File: config.mk
export PLATFORM = sky130hd
export DESIGN_NAME = divider_and_interval_timer
export DESIGN_NICKNAME = d
export VERILOG_FILES = /design/src/divtmr_pkg.sv /design/src/divtmr_ctrl.sv /design/src/divtmr_dp.sv /design/src/divider_and_interval_timer.sv
export SDC_FILE = /design/constraint.sdc
export NUM_CORES = 1
export LEC_CHECK = 0
export ABC_AREA = 1
export BUFFER_PORTS_ARGS = -buffer_cell sky130_fd_sc_hd__buf_2
export CORE_UTILIZATION = 30
export DETAILED_ROUTE_END_ITERATION = 7
export GPL_TIMING_DRIVEN = 0
export REMOVE_ABC_BUFFERS = 1
export SYNTH_ARGS = -nofsm -noshare
export SYNTH_HDL_FRONTEND = slang
export SYNTH_SLANG_ARGS = --single-unit
export TNS_END_PERCENT = 30
File: constraint.sdc
create_clock -name clk -period 3.1 [get_ports clk]
set_clock_uncertainty 0.15 [all_clocks]
set_input_delay 0 -clock clk [delete_from_list [all_inputs] [get_ports clk]]
set_output_delay 0 -clock clk [all_outputs]
set_load 0.01 [all_outputs]
File: src/divtmr_pkg.sv
// shared types, codes and constants for the divider and interval timer
`timescale 1ns / 1ps
`default_nettype none
package divtmr_pkg;

  localparam logic [1:0] MODE_TICK  = 2'd0;
  localparam logic [1:0] MODE_WRITE = 2'd1;
  localparam logic [1:0] MODE_READ  = 2'd2;

  localparam logic [15:0] ADDR_DIV  = 16'hFF04;
  localparam logic [15:0] ADDR_TIMA = 16'hFF05;
  localparam logic [15:0] ADDR_TMA  = 16'hFF06;
  localparam logic [15:0] ADDR_TAC  = 16'hFF07;

  localparam logic [7:0] UNMAPPED_DATA = 8'hFF;
  localparam int unsigned ENABLE_BIT   = 2;

  typedef enum logic [1:0] {
    S_IDLE,
    S_LOOP,
    S_DONE
  } state_t;

  typedef struct packed {
    logic accept;
    logic step;
    logic finish;
    logic publish;
  } cmd_t;

  typedef struct packed {
    logic tick_en;
    logic expire;
    logic out_busy;
  } status_t;

  function automatic logic [11:0] period_of(input logic [1:0] sel);
    logic [11:0] per;
    case (sel)
      2'd1:    per = 12'd16;
      2'd2:    per = 12'd64;
      2'd3:    per = 12'd256;
      default: per = 12'd1024;
    endcase
    return per;
  endfunction

endpackage
`default_nettype wire

File: src/divtmr_ctrl.sv
// controller state machine for the divider and interval timer
`timescale 1ns / 1ps
`default_nettype none
module divtmr_ctrl
  import divtmr_pkg::*;
(
  input  wire logic    clk,
  input  wire logic    rst,
  input  wire logic    in_valid,
  input  wire status_t status,
  output logic         in_ready,
  output cmd_t         cmd,
  output state_t       state
);

  state_t state_next;

  always_ff @(posedge clk) begin
    if (rst) begin
      state <= S_IDLE;
    end else begin
      state <= state_next;
    end
  end

  always_comb begin
    state_next = state;
    cmd        = '0;
    in_ready   = 1'b0;
    case (state)
      S_IDLE: begin
        in_ready = 1'b1;
        if (in_valid) begin
          cmd.accept = 1'b1;
          state_next = status.tick_en ? S_LOOP : S_DONE;
        end
      end
      S_LOOP: begin
        if (status.expire) begin
          cmd.step = 1'b1;
        end else begin
          cmd.finish = 1'b1;
          state_next = S_DONE;
        end
      end
      S_DONE: begin
        if (!status.out_busy) begin
          cmd.publish = 1'b1;
          state_next  = S_IDLE;
        end
      end
      default: begin
        state_next = S_IDLE;
      end
    endcase
  end

endmodule
`default_nettype wire

File: src/divtmr_dp.sv
// datapath: timer registers, prescalers, expiry step and output register
`timescale 1ns / 1ps
`default_nettype none
module divtmr_dp
  import divtmr_pkg::*;
(
  input  wire logic        clk,
  input  wire logic        rst,
  input  wire cmd_t        cmd,
  input  wire logic [1:0]  mode,
  input  wire logic [7:0]  cycles,
  input  wire logic [15:0] address,
  input  wire logic [7:0]  write_data,
  input  wire logic        out_ready,
  output status_t          status,
  output logic             out_valid,
  output logic [7:0]       read_data,
  output logic             timer_interrupt
);

  logic [7:0]  divider_value;
  logic [7:0]  divider_prescale;
  logic [7:0]  timer_count;
  logic [7:0]  timer_modulo;
  logic [7:0]  timer_control;
  logic [10:0] timer_prescale;
  logic [11:0] work_p;
  logic        work_irq;
  logic [7:0]  work_rd;

  logic [8:0]  div_sum;
  logic [11:0] per;
  logic [7:0]  rd_mux;

  assign div_sum = {1'b0, divider_prescale} + {1'b0, cycles};
  assign per     = period_of(timer_control[1:0]);

  always_comb begin
    case (address)
      ADDR_DIV:  rd_mux = divider_value;
      ADDR_TIMA: rd_mux = timer_count;
      ADDR_TMA:  rd_mux = timer_modulo;
      ADDR_TAC:  rd_mux = timer_control;
      default:   rd_mux = UNMAPPED_DATA;
    endcase
  end

  assign status.tick_en  = (mode == MODE_TICK) && timer_control[ENABLE_BIT];
  assign status.expire   = work_p >= per;
  assign status.out_busy = out_valid && !out_ready;

  always_ff @(posedge clk) begin
    if (rst) begin
      divider_value    <= '0;
      divider_prescale <= '0;
      timer_count      <= '0;
      timer_modulo     <= '0;
      timer_control    <= '0;
      timer_prescale   <= '0;
      out_valid        <= 1'b0;
    end else begin
      if (cmd.accept) begin
        work_irq <= 1'b0;
        work_rd  <= '0;
        work_p   <= {1'b0, timer_prescale} + {4'b0, cycles};
        case (mode)
          MODE_TICK: begin
            divider_prescale <= div_sum[7:0];
            if (div_sum[8]) begin
              divider_value <= divider_value + 8'd1;
            end
          end
          MODE_WRITE: begin
            case (address)
              ADDR_DIV: begin
                divider_value    <= '0;
                divider_prescale <= '0;
              end
              ADDR_TIMA: timer_count   <= write_data;
              ADDR_TMA:  timer_modulo  <= write_data;
              ADDR_TAC:  timer_control <= write_data;
              default: ;
            endcase
          end
          MODE_READ: begin
            work_rd <= rd_mux;
          end
          default: ;
        endcase
      end
      if (cmd.step) begin
        work_p <= work_p - per;
        if (timer_count == 8'hFF) begin
          timer_count <= timer_modulo;
          work_irq    <= 1'b1;
        end else begin
          timer_count <= timer_count + 8'd1;
        end
      end
      if (cmd.finish) begin
        timer_prescale <= work_p[10:0];
      end
      if (cmd.publish) begin
        out_valid       <= 1'b1;
        read_data       <= work_rd;
        timer_interrupt <= work_irq;
      end else if (out_valid && out_ready) begin
        out_valid <= 1'b0;
      end
    end
  end

endmodule
`default_nettype wire

File: src/divider_and_interval_timer.sv
// top level of the divider and interval timer
`timescale 1ns / 1ps
`default_nettype none
// Each input word is a tick of elapsed machine cycles, a bus write or a bus read, and
// gives exactly one output word. Reads, writes, unused modes and ticks with the timer
// disabled go from acceptance straight to the done state, then to the output register.
// An enabled tick first handles its n timer prescaler expiries in the loop state: the
// shared subtract-and-count step handles one expiry per cycle (n is 0 to 16 in steady
// use, up to 79 after a control write shortens the period). A new word is accepted
// while the previous output word still waits to be taken.
module divider_and_interval_timer
  import divtmr_pkg::*;
(
  input  wire logic        clk,
  input  wire logic        rst,
  input  wire logic        in_valid,
  output logic             in_ready,
  input  wire logic [1:0]  mode,
  input  wire logic [7:0]  cycles,
  input  wire logic [15:0] address,
  input  wire logic [7:0]  write_data,
  output logic             out_valid,
  input  wire logic        out_ready,
  output logic [7:0]       read_data,
  output logic             timer_interrupt
);

  cmd_t    cmd;
  status_t status;
  state_t  state;

  divtmr_ctrl u_ctrl (
    .clk      (clk),
    .rst      (rst),
    .in_valid (in_valid),
    .status   (status),
    .in_ready (in_ready),
    .cmd      (cmd),
    .state    (state)
  );

  divtmr_dp u_dp (
    .clk             (clk),
    .rst             (rst),
    .cmd             (cmd),
    .mode            (mode),
    .cycles          (cycles),
    .address         (address),
    .write_data      (write_data),
    .out_ready       (out_ready),
    .status          (status),
    .out_valid       (out_valid),
    .read_data       (read_data),
    .timer_interrupt (timer_interrupt)
  );

  a_direct_done : assert property (@(posedge clk) disable iff (rst)
    (in_valid && in_ready && mode != MODE_TICK) |=> (state == S_DONE))
    else $error("non-tick word did not go straight to done");

  a_loop_blocks : assert property (@(posedge clk) disable iff (rst)
    (state == S_LOOP) |-> !in_ready)
    else $error("input accepted during expiry loop");

  a_publish_src : assert property (@(posedge clk) disable iff (rst)
    $rose(out_valid) |-> ($past(state) == S_DONE))
    else $error("output word raised outside done state");

  a_held_output : assert property (@(posedge clk) disable iff (rst)
    (out_valid && !out_ready && state == S_DONE) |=> (state == S_DONE))
    else $error("done state left while output register full");

endmodule
`default_nettype wire

# Word-level counts from Yosys, hierarchy flattened
# Cells that the tools add are included.
[totals] register_bits=84 inputBits=38 output_inout_bits=11 elab_cells=88
[op_classes] n_addsub=5 n_lt_le_gt_ge=1 eq_ne=17 mux=31 bitwise=1 reduce_logical=20
[ops] operator="== test 16 bit, second input constant" n=4
[ops] operator="2-to-1 mux 8 bit" n=7
[ops] operator="one-hot mux 11 bit (3 select lines)" n=1
[ops] operator="one-hot mux 8 bit (2 select lines)" n=2
[ops] operator="one-hot mux 8 bit (4 select lines)" n=1
[ops] operator="2-to-1 mux 12 bit" n=2
[ops] operator="adder 8 x 1 -> 8 bit, second input constant" n=2
[ops] operator="AND reduction 3 bit" n=5
[ops] operator="adder 11 x 8 -> 12 bit" n=1
[ops] operator=">= comparator 12 x 11 -> 1 bit" n=1
[ops] operator="2-to-1 mux 1 bit" n=12
[ops] operator="subtractor 12 x 11 -> 12 bit" n=1
[ops] operator="2-to-1 mux 2 bit" n=5
[ops] operator="nonzero test 2 bit" n=5
[ops] operator="adder 8 x 8 -> 9 bit" n=1
[ops] operator="== test 2 bit, second input constant" n=4
[ops] operator="== test 8 bit, second input constant" n=1
[ops] operator="inequality test 2 bit, second input constant" n=4
[ops] operator="== test 2 x 1 -> 1 bit, second input constant" n=3
[ops] operator="one-hot mux 2 bit (3 select lines)" n=1
[ops] operator="AND reduction 2 bit" n=3
[ops] operator="zero test 2 bit" n=2
[ops] operator="AND reduction 4 bit" n=1
[ops] operator="logical AND 1 bit" n=3
[ops] operator="3 further kinds" n=3

# Longest topological paths before layout
# Gate-level depths: netlist (run 1).
[depth] word_depth=7 ltp_mapped=13 mapped_depth_nobuf=13

# Modules after synthesis
# From an unflattened synthesis (run 1), not the netlist that was laid out.
[hier_totals] cells_unflattened=681 hier_area_um2=5033.6
[modules_own_cells] mod="divtmr_dp" instances=1 cells_each=658 area_each_um2=4893.4 seq_area_each_um2=1941.9
[modules_own_cells] mod="divtmr_ctrl" instances=1 cells_each=23 area_each_um2=140.1 seq_area_each_um2=40.0

# Least setup slack after synthesis (run 1)
# No wires, ideal clock.
[synth_timing] kind="reg2reg" startpoint="register u_dp.timer_control[0]" endpoint="register u_dp.work_p[10] (enable)" setup_ns=0.375 arrival_time_ns=1.976 required_ns=2.575 path_slack_ns=0.599 stages_incl_launch_ff=12 n_path_buf=2 period_less_slack_ns=2.501 path_cell_list="dfxtp_1 -> inv_1 -> nor2_1 -> ha_1 -> ha_1 -> o21ai_1 -> nand2_1 -> nand3_2 -> nand2_2 -> buf_6 -> buf_6 -> a21oi_1"
[synth_via] elab_chain_len=7 elab_cells_between_ends=9 cone_classes="1 x order compare; 3 x eq/ne; 3 x mux; 2 x reduce/logical"
[synth_rtl] element="start: declaration" line_no="divtmr_dp.sv:25" text="logic [7:0] timer_control;"
[synth_rtl] element="start signal: assignment" line_no="divtmr_dp.sv:81" text="ADDR_TAC: timer_control <= write_data;"
[synth_rtl] element="== test 2 bit or == test 2 x 1 -> 1 bit (tied branches)" line_no="divtmr_pkg.sv:39" text="case (sel)"
[synth_rtl] element="one-hot mux 11 bit (3 select lines) (*)" line_no="divtmr_pkg.sv:39"
[synth_rtl] element=">= comparator 12 x 11 -> 1 bit (*)" line_no="divtmr_dp.sv:49" text="assign status.expire = work_p >= per;"
[synth_rtl] element="2-to-1 mux 1 bit (*)" line_no="divtmr_ctrl.sv:39" text="if (status.expire) begin"
[synth_rtl] element="2-to-1 mux 2 bit (*)" line_no="divtmr_ctrl.sv:30" text="case (state)"
[synth_rtl] element="nonzero test 2 bit (no line) (*)"
[synth_rtl] element="AND reduction 2 bit (no line) (*)"
[synth_rtl] element="end signal: assignment" line_no="divtmr_dp.sv:65" text="work_p <= {1'b0, timer_prescale} + {4'b0, cycles};"
[synth_rtl] element="end signal: assignment" line_no="divtmr_dp.sv:92" text="work_p <= work_p - per;"
[synth_rtl] element="end: declaration" line_no="divtmr_dp.sv:27" text="logic [11:0] work_p;"
# Mark *: on every way between the ends. The rest lies on a longest branch, timed or not.
# A chain may end at the register's enable or synchronous reset.

# Worst setup path after layout (run 1)
[layout_timing] startpoint="register u_dp.timer_control[0]" endpoint="register u_dp.work_p[8], data pin"
[layout_via] elab_chain_len=6 elab_cells_between_ends=9 cone_classes="1 x add/sub; 1 x order compare; 3 x eq/ne; 4 x mux"
[layout_rtl] element="== test 2 bit or == test 2 x 1 -> 1 bit (tied branches)" line_no="divtmr_pkg.sv:39"
[layout_rtl] element="one-hot mux 11 bit (3 select lines) (*)" line_no="divtmr_pkg.sv:39"
[layout_rtl] element=">= comparator 12 x 11 -> 1 bit" line_no="divtmr_dp.sv:49"
[layout_rtl] element="2-to-1 mux 1 bit" line_no="divtmr_ctrl.sv:39"
[layout_rtl] element="2-to-1 mux 2 bit" line_no="divtmr_ctrl.sv:30"
[layout_rtl] element="2-to-1 mux 12 bit (*)" line_no="divtmr_dp.sv:91" text="if (cmd.step) begin"
# Marked as above.

==> results.cfg, run 1 <==
[run_status]
status = completed

[timing]
rsz0062_at_grt = false
period_needed_ns = 2.78
finalSetupViolCount = 0
worst_slack_ns = 0.322
worstMarginPinSlew_ns = 0.931
period_share_pct = 89.6
fmax_mhz = 360
slew_violations = 0
relSlewSlack_pct = 37.9
hold_viol = 0

[global_routing]
grt_pass1_vias = 4237
overflow = 0
grt_pass1_wl_um = 21300
grt_max_degree = 33
antenna_found_initial = 0
grt_usage_pct = 15.3

[worst_setup_path]
cp-start-kind = flip-flop
crit_required_ns = 3.04
arrival_ns = 2.72
critPathKind = reg -> reg
cp-end-kind = flip-flop
cp_max_fo = 29

[final_layout]
drive_above_1_share_pct = 13.6
syn_to_final_growth_pct = 16.2
diodes = 0
final_cell_mix = 163 x nand2_1, 83 x inv_1, 72 x nor2_1
nNetsFinal = 842
final_common_cell = nand2_1

[yosys]
avgSynthCellArea_sq_um = 7.23
ys_types = 42
synth_ff_type = dfxtp_1
async_reset_ff_share_pct = 0
ys_seq_area_share_pct = 38.0
postSynthCellCount = 721
netlist_area_sq_um = 5210
ys_ff_latch = 84
yosys_warnings = 0
synth-edff-count = 30

[clock_network]
clock_sinks = 84
path_clk_slew_ns = 0.07
htreeDepth = 3
clock_path_buffers = 2
cts_tree = done
clockRootBuffer = clkbuf_16
clk_latency_ns = 0.35
numCtsBuffers = 9

[die]
rows = 47
die_area_sq_um = 17900
fp.coreArea_sq_um = 16800
pin_count = 49
fp.dieH_um = 134
die_w_um = 134
start_util_pct = 31.1

[power_and_ir_drop]
leakage_nw = 2.58
p_total_mw = 2.45
ir_drop_mv = 0.270
power.density_nw_per_um2 = 405

[flow_run]
drv_cap = 0

[route]
drtPass1Iterations = 5
ant_nets = 0
post_drt_wl_per_cell_um = 13.0
drt-initial-drc-count = 281
wirelength_um = 13100
vias_per_cell = 4.74
drc = 0
via_count = 4754

[placed_design]
dpl.hpwl_um = 9740
gp_congestion = 0.884
io_buffers = 48
pre_cts_ws_ns = -0.0465

[min_path]
worst_hold_path_type = in -> reg
[per-stage QoR]
stage	TNS (ns)	util, %	std cells	cell area (sq um)	hold slack (ns)
after floorplan	0	-	706	5110	-0.0876
after global placement	-0.204	33.6	974	5630	0.111
after detailed placement	-0.369	33.7	975	5640	0.122
after CTS	0	36.1	1004	6050	0.0270
after global routing	0	36.1	1004	6060	0.0722
final	0	36.1	1004	6060	0.0464
[synthesized netlist by cell type (4+ instances only)]
master,instances,area [sq um]
inv_2,7,26.3
nand3_2,4,40.0
nand2_2,7,43.8
inv_1,83,312
edfxtp_1,30,901
xor2_1,7,61.3
dfxtp_1,54,1080
nor2_2,8,50.1
nor2_1,72,270
or2_2,4,25.0
o21ai_1,12,60.1
nand2_1,163,612
ha_1,23,288
clkbuf_1,6,22.5
o21ai_0,52,260
a21oi_1,67,335
nand4_1,15,93.8
nand3_1,66,330
[timing repair]
item	4_1_cts	5_1_grt
hold buffers	13	0
setup buffers	0	0
setup endpoints to repair	8	17
gates resized for setup	1	1
endpoints found under the hold margin	31	0
cloned	0	0
[layer usage]
layer / wire length, um / part of all wire [%] / global-route usage (%) / vias up
met5: 0 / 0 / 0 / -
met4: 208 / 1.6 / 4.80 / 0
met3: 628 / 4.8 / 3.40 / 12
met2: 6010 / 46 / 24.7 / 96
met1: 6220 / 48 / 20.2 / 2126
li1: - / - / - / 2520
[worst max-delay path, stage by stage (launching register included)]
cell      delay, ns
dfxtp_1        0.35
inv_1          0.09
nor2_1         0.13
ha_1           0.19
ha_1           0.19
o21ai_1        0.11
nand2_1        0.10
nand3_2        0.18
nand2_4        0.34
clkinv_1       0.40
nand3_1        0.18
o21ai_0        0.09
[area by class of cell]
class,instances,area (sq um)
clock buffers,10,229
clock inverters,6,47.5
flip-flops and latches,84,1980
well taps,220,275
fillers,1798,10700
multi-input cells,531,2800
repair buffers,62,378
inverters,91,342
[cell families (layout without fill, tap and decap cells)]
family / count (synthesis) / count (layout) / share of synthesized area [%]
AO/OA/AOI/OAI: 144 / 144 / 14.5
XOR/XNOR: 9 / 9 / 1.51
adder cells (fa/ha/maj): 25 / 25 / 6.29
buffers and inverters: 106 / 169 / 8.50
flip-flops: 84 / 84 / 38.0
AND/OR/NAND/NOR: 353 / 353 / 31.2
[sequential cells by signal, indices dropped and copies added (netlist names)]
register	flops
u_dp.work_p	12
u_dp.timer_prescale	11
u_dp.divider_prescale	8
u_dp.divider_value	8
u_dp.read_data	8
u_dp.timer_control	8
u_dp.timer_count	8
u_dp.timer_modulo	8
u_dp.work_rd	8
u_ctrl.state	2
u_dp.out_valid	1
u_dp.timer_interrupt	1
u_dp.work_irq	1
[final timing paths]
path | to | cells after the start | startpoint | slack [ns]
max | u_dp.work_p[8]$_DFFE_PP_ | 11 | u_dp.timer_control[0]$_SDFFE_PP0P_ | 0.32
min | u_dp.divider_value[1]$_SDFFE_PP0P_ | 2 | rst | 0.05
max reg2reg | u_dp.work_p[8]$_DFFE_PP_ | 11 | u_dp.timer_control[0]$_SDFFE_PP0P_ | 0.32
min reg2reg | u_dp.read_data[1]$_DFFE_PP_ | 0 | u_dp.work_rd[1]$_SDFFCE_PP0P_ | 0.27
[where the power goes]
part | total [mW] | internal (mW) | leakage, nW | switching [mW]
Combinational | 0.241 | 0.0902 | 1.74 | 0.151
Sequential | 1.18 | 1.17 | 0.718 | 0.0139
Clock | 1.03 | 0.550 | 0.129 | 0.476
Total | 2.45 | 1.81 | 2.58 | 0.641
(Power assumes the default switching activity.)
==> inputs of run 2 (changes only) <==
- RECOVER_POWER: not set -> 50
- REMOVE_ABC_BUFFERS: 1 -> not set
==> results.cfg, run 2 (synthesized netlist as in run 1, its figures left out) <==
[timing]
slew_violations = 0
tns_ns = 0
worstMarginPinSlew_ns = 0.782
rsz0062_at_grt = false
period_needed_ns = 2.85
fmax_mhz = 350
worst_slack_ns = 0.246
finalSetupViolCount = 0
timing.hold.ws_ns = 0.0325
hold_viol = 0
period_share_pct = 92.1
relSlewSlack_pct = 47.4

[worst_setup_path]
crit_chain = ha_1 > inv_1 > fa_1 > inv_1 > nand3_1 > nand2_1 > nand2_1 > nand2_1 > nand3_4 > nand2_1 > a21oi_1 > dlygate4sd3_1
max_stage_delay_ns = 0.57
crit_required_ns = 3.20
arrival_ns = 2.95
worst_path_most_repeated_cell = nand2_1
cp_max_fo = 9
slowest_stage = dlygate4sd3_1
critPathKind = reg -> reg
cp-start-kind = flip-flop
cp-end-kind = flip-flop

[die]
fp.coreArea_sq_um = 16800
start_util_pct = 31.1
pin_count = 49
die_area_sq_um = 17900
die_w_um = 134
fp.dieH_um = 134
rows = 47

[power_and_ir_drop]
leakage_nw = 2.59
p_total_mw = 2.52
ir_drop_mv = 0.282
power.density_nw_per_um2 = 412

[route]
vias_per_cell = 4.81
ant_nets = 0
drt-initial-drc-count = 248
drtPass1Iterations = 5
wl_met3_um = 780
top_layer_used = met4
wl_met2_um = 6380
wirelength_um = 14200
drc = 0
post_drt_wl_per_cell_um = 13.9
drt-met1-wl_um = 6870
via_count = 4907

[placed_design]
pre_cts_ws_ns = 0.143
gp_congestion = 0.870
dpl.hpwl_um = 10900
io_buffers = 47

[clock_network]
cts_tree = done
htreeDepth = 3
clockRootBuffer = clkbuf_16
numCtsBuffers = 9
path_clk_slew_ns = 0.07
clk_latency_ns = 0.35
clock_sinks = 84
clock_path_buffers = 2
cts_setup_buffers = 0

[global_routing]
grt_pass1_vias = 4510
grt_pass1_wl_um = 23200
antenna_found_initial = 0
grt_max_degree = 19
grt_usage_pct = 16.6
overflow = 0

[run_status]
status = completed

[final_layout]
largest-register = u_dp.work_p
drive_above_1_share_pct = 12.0
largest_reg_flops = 12
syn_to_final_growth_pct = 17.3
final_common_cell = nand2_1
nNetsFinal = 858
diodes = 0
reg_top3 = u_dp.work_p (12), u_dp.timer_prescale (11)
final_cell_mix = 166 x nand2_1, 83 x inv_1, 75 x nor2_1

[yosys]
syn_nets = 784

[flow_run]
drv_cap = 0

[min_path]
worst_hold_path_type = in -> reg
-- run 2: cell count changes in the layout (fill, tap and decap cells not counted), sizes merged --
cell / change
clkbuf: +19
clkinv: +1
inv: +2
clkinvlp: -2
buf: -6
dlygate4sd3: +2
-- run 2: per-stage QoR --
step	area, sq um	util (%)	cells
after detailed placement	5740	34.2	989
after floorplan	5210	-	721
after CTS	6190	36.9	1020
after global routing	6110	36.5	1020
after global placement	5720	34.1	988
final	6110	36.5	1020
-- run 2: worst paths after layout --
check | cells past startpoint | slack, ns | end | startpoint
max reg2reg | 12 | 0.25 | u_dp.divider_value[4]$_SDFFE_PP0P_ | u_dp.divider_prescale[0]$_SDFFE_PP0P_
min reg2reg | 0 | 0.27 | u_dp.read_data[2]$_DFFE_PP_ | u_dp.work_rd[2]$_SDFFCE_PP0P_
max | 12 | 0.25 | u_dp.divider_value[4]$_SDFFE_PP0P_ | u_dp.divider_prescale[0]$_SDFFE_PP0P_
min | 5 | 0.03 | u_dp.divider_prescale[7]$_SDFFE_PP0P_ | cycles[7]
-- run 2: metal layers --
layer / vias up / track usage (%)
li1: 2541 / -
met1: 2229 / 22.5
met2: 123 / 26.5
met3: 14 / 3.29
met4: 0 / 5.37
met5: - / 0
-- run 2: area by class of cell --
class | count | area (sq um)
Clock buffer | 9 | 225
Fill cell | 1799 | 10600
Tap cell | 220 | 275
Inverter | 91 | 342
Multi-Input combinational cell | 531 | 2750
Sequential cell | 84 | 1980
Timing Repair Buffer | 63 | 377
Clock inverter | 7 | 73.8
Buffer | 15 | 91.3
-- run 2: critical path, delay by kind of cell, from the launching register on --
family,cells,cell delay [ns]
and+or+nand+nor,6,0.88
buffers and inverters,3,0.76
adders and majority gates,2,0.54
DFF,1,0.34
AOI/OAI and AO/OA,1,0.06
-- run 2: repair_timing --
action / 4_1_cts / 5_1_grt
hold buffers: 15 / 0
gates resized for setup: 0 / 1
endpoints found under the hold margin: 35 / 0
endpoints found under the setup margin: 0 / 8
-- run 2: power by group --
| group | internal (mW) | switching [mW] |
|---|---|---|
| clock network | 0.570 | 0.526 |
| logic | 0.0870 | 0.154 |
| registers | 1.17 | 0.0132 |
| total | 1.83 | 0.694 |
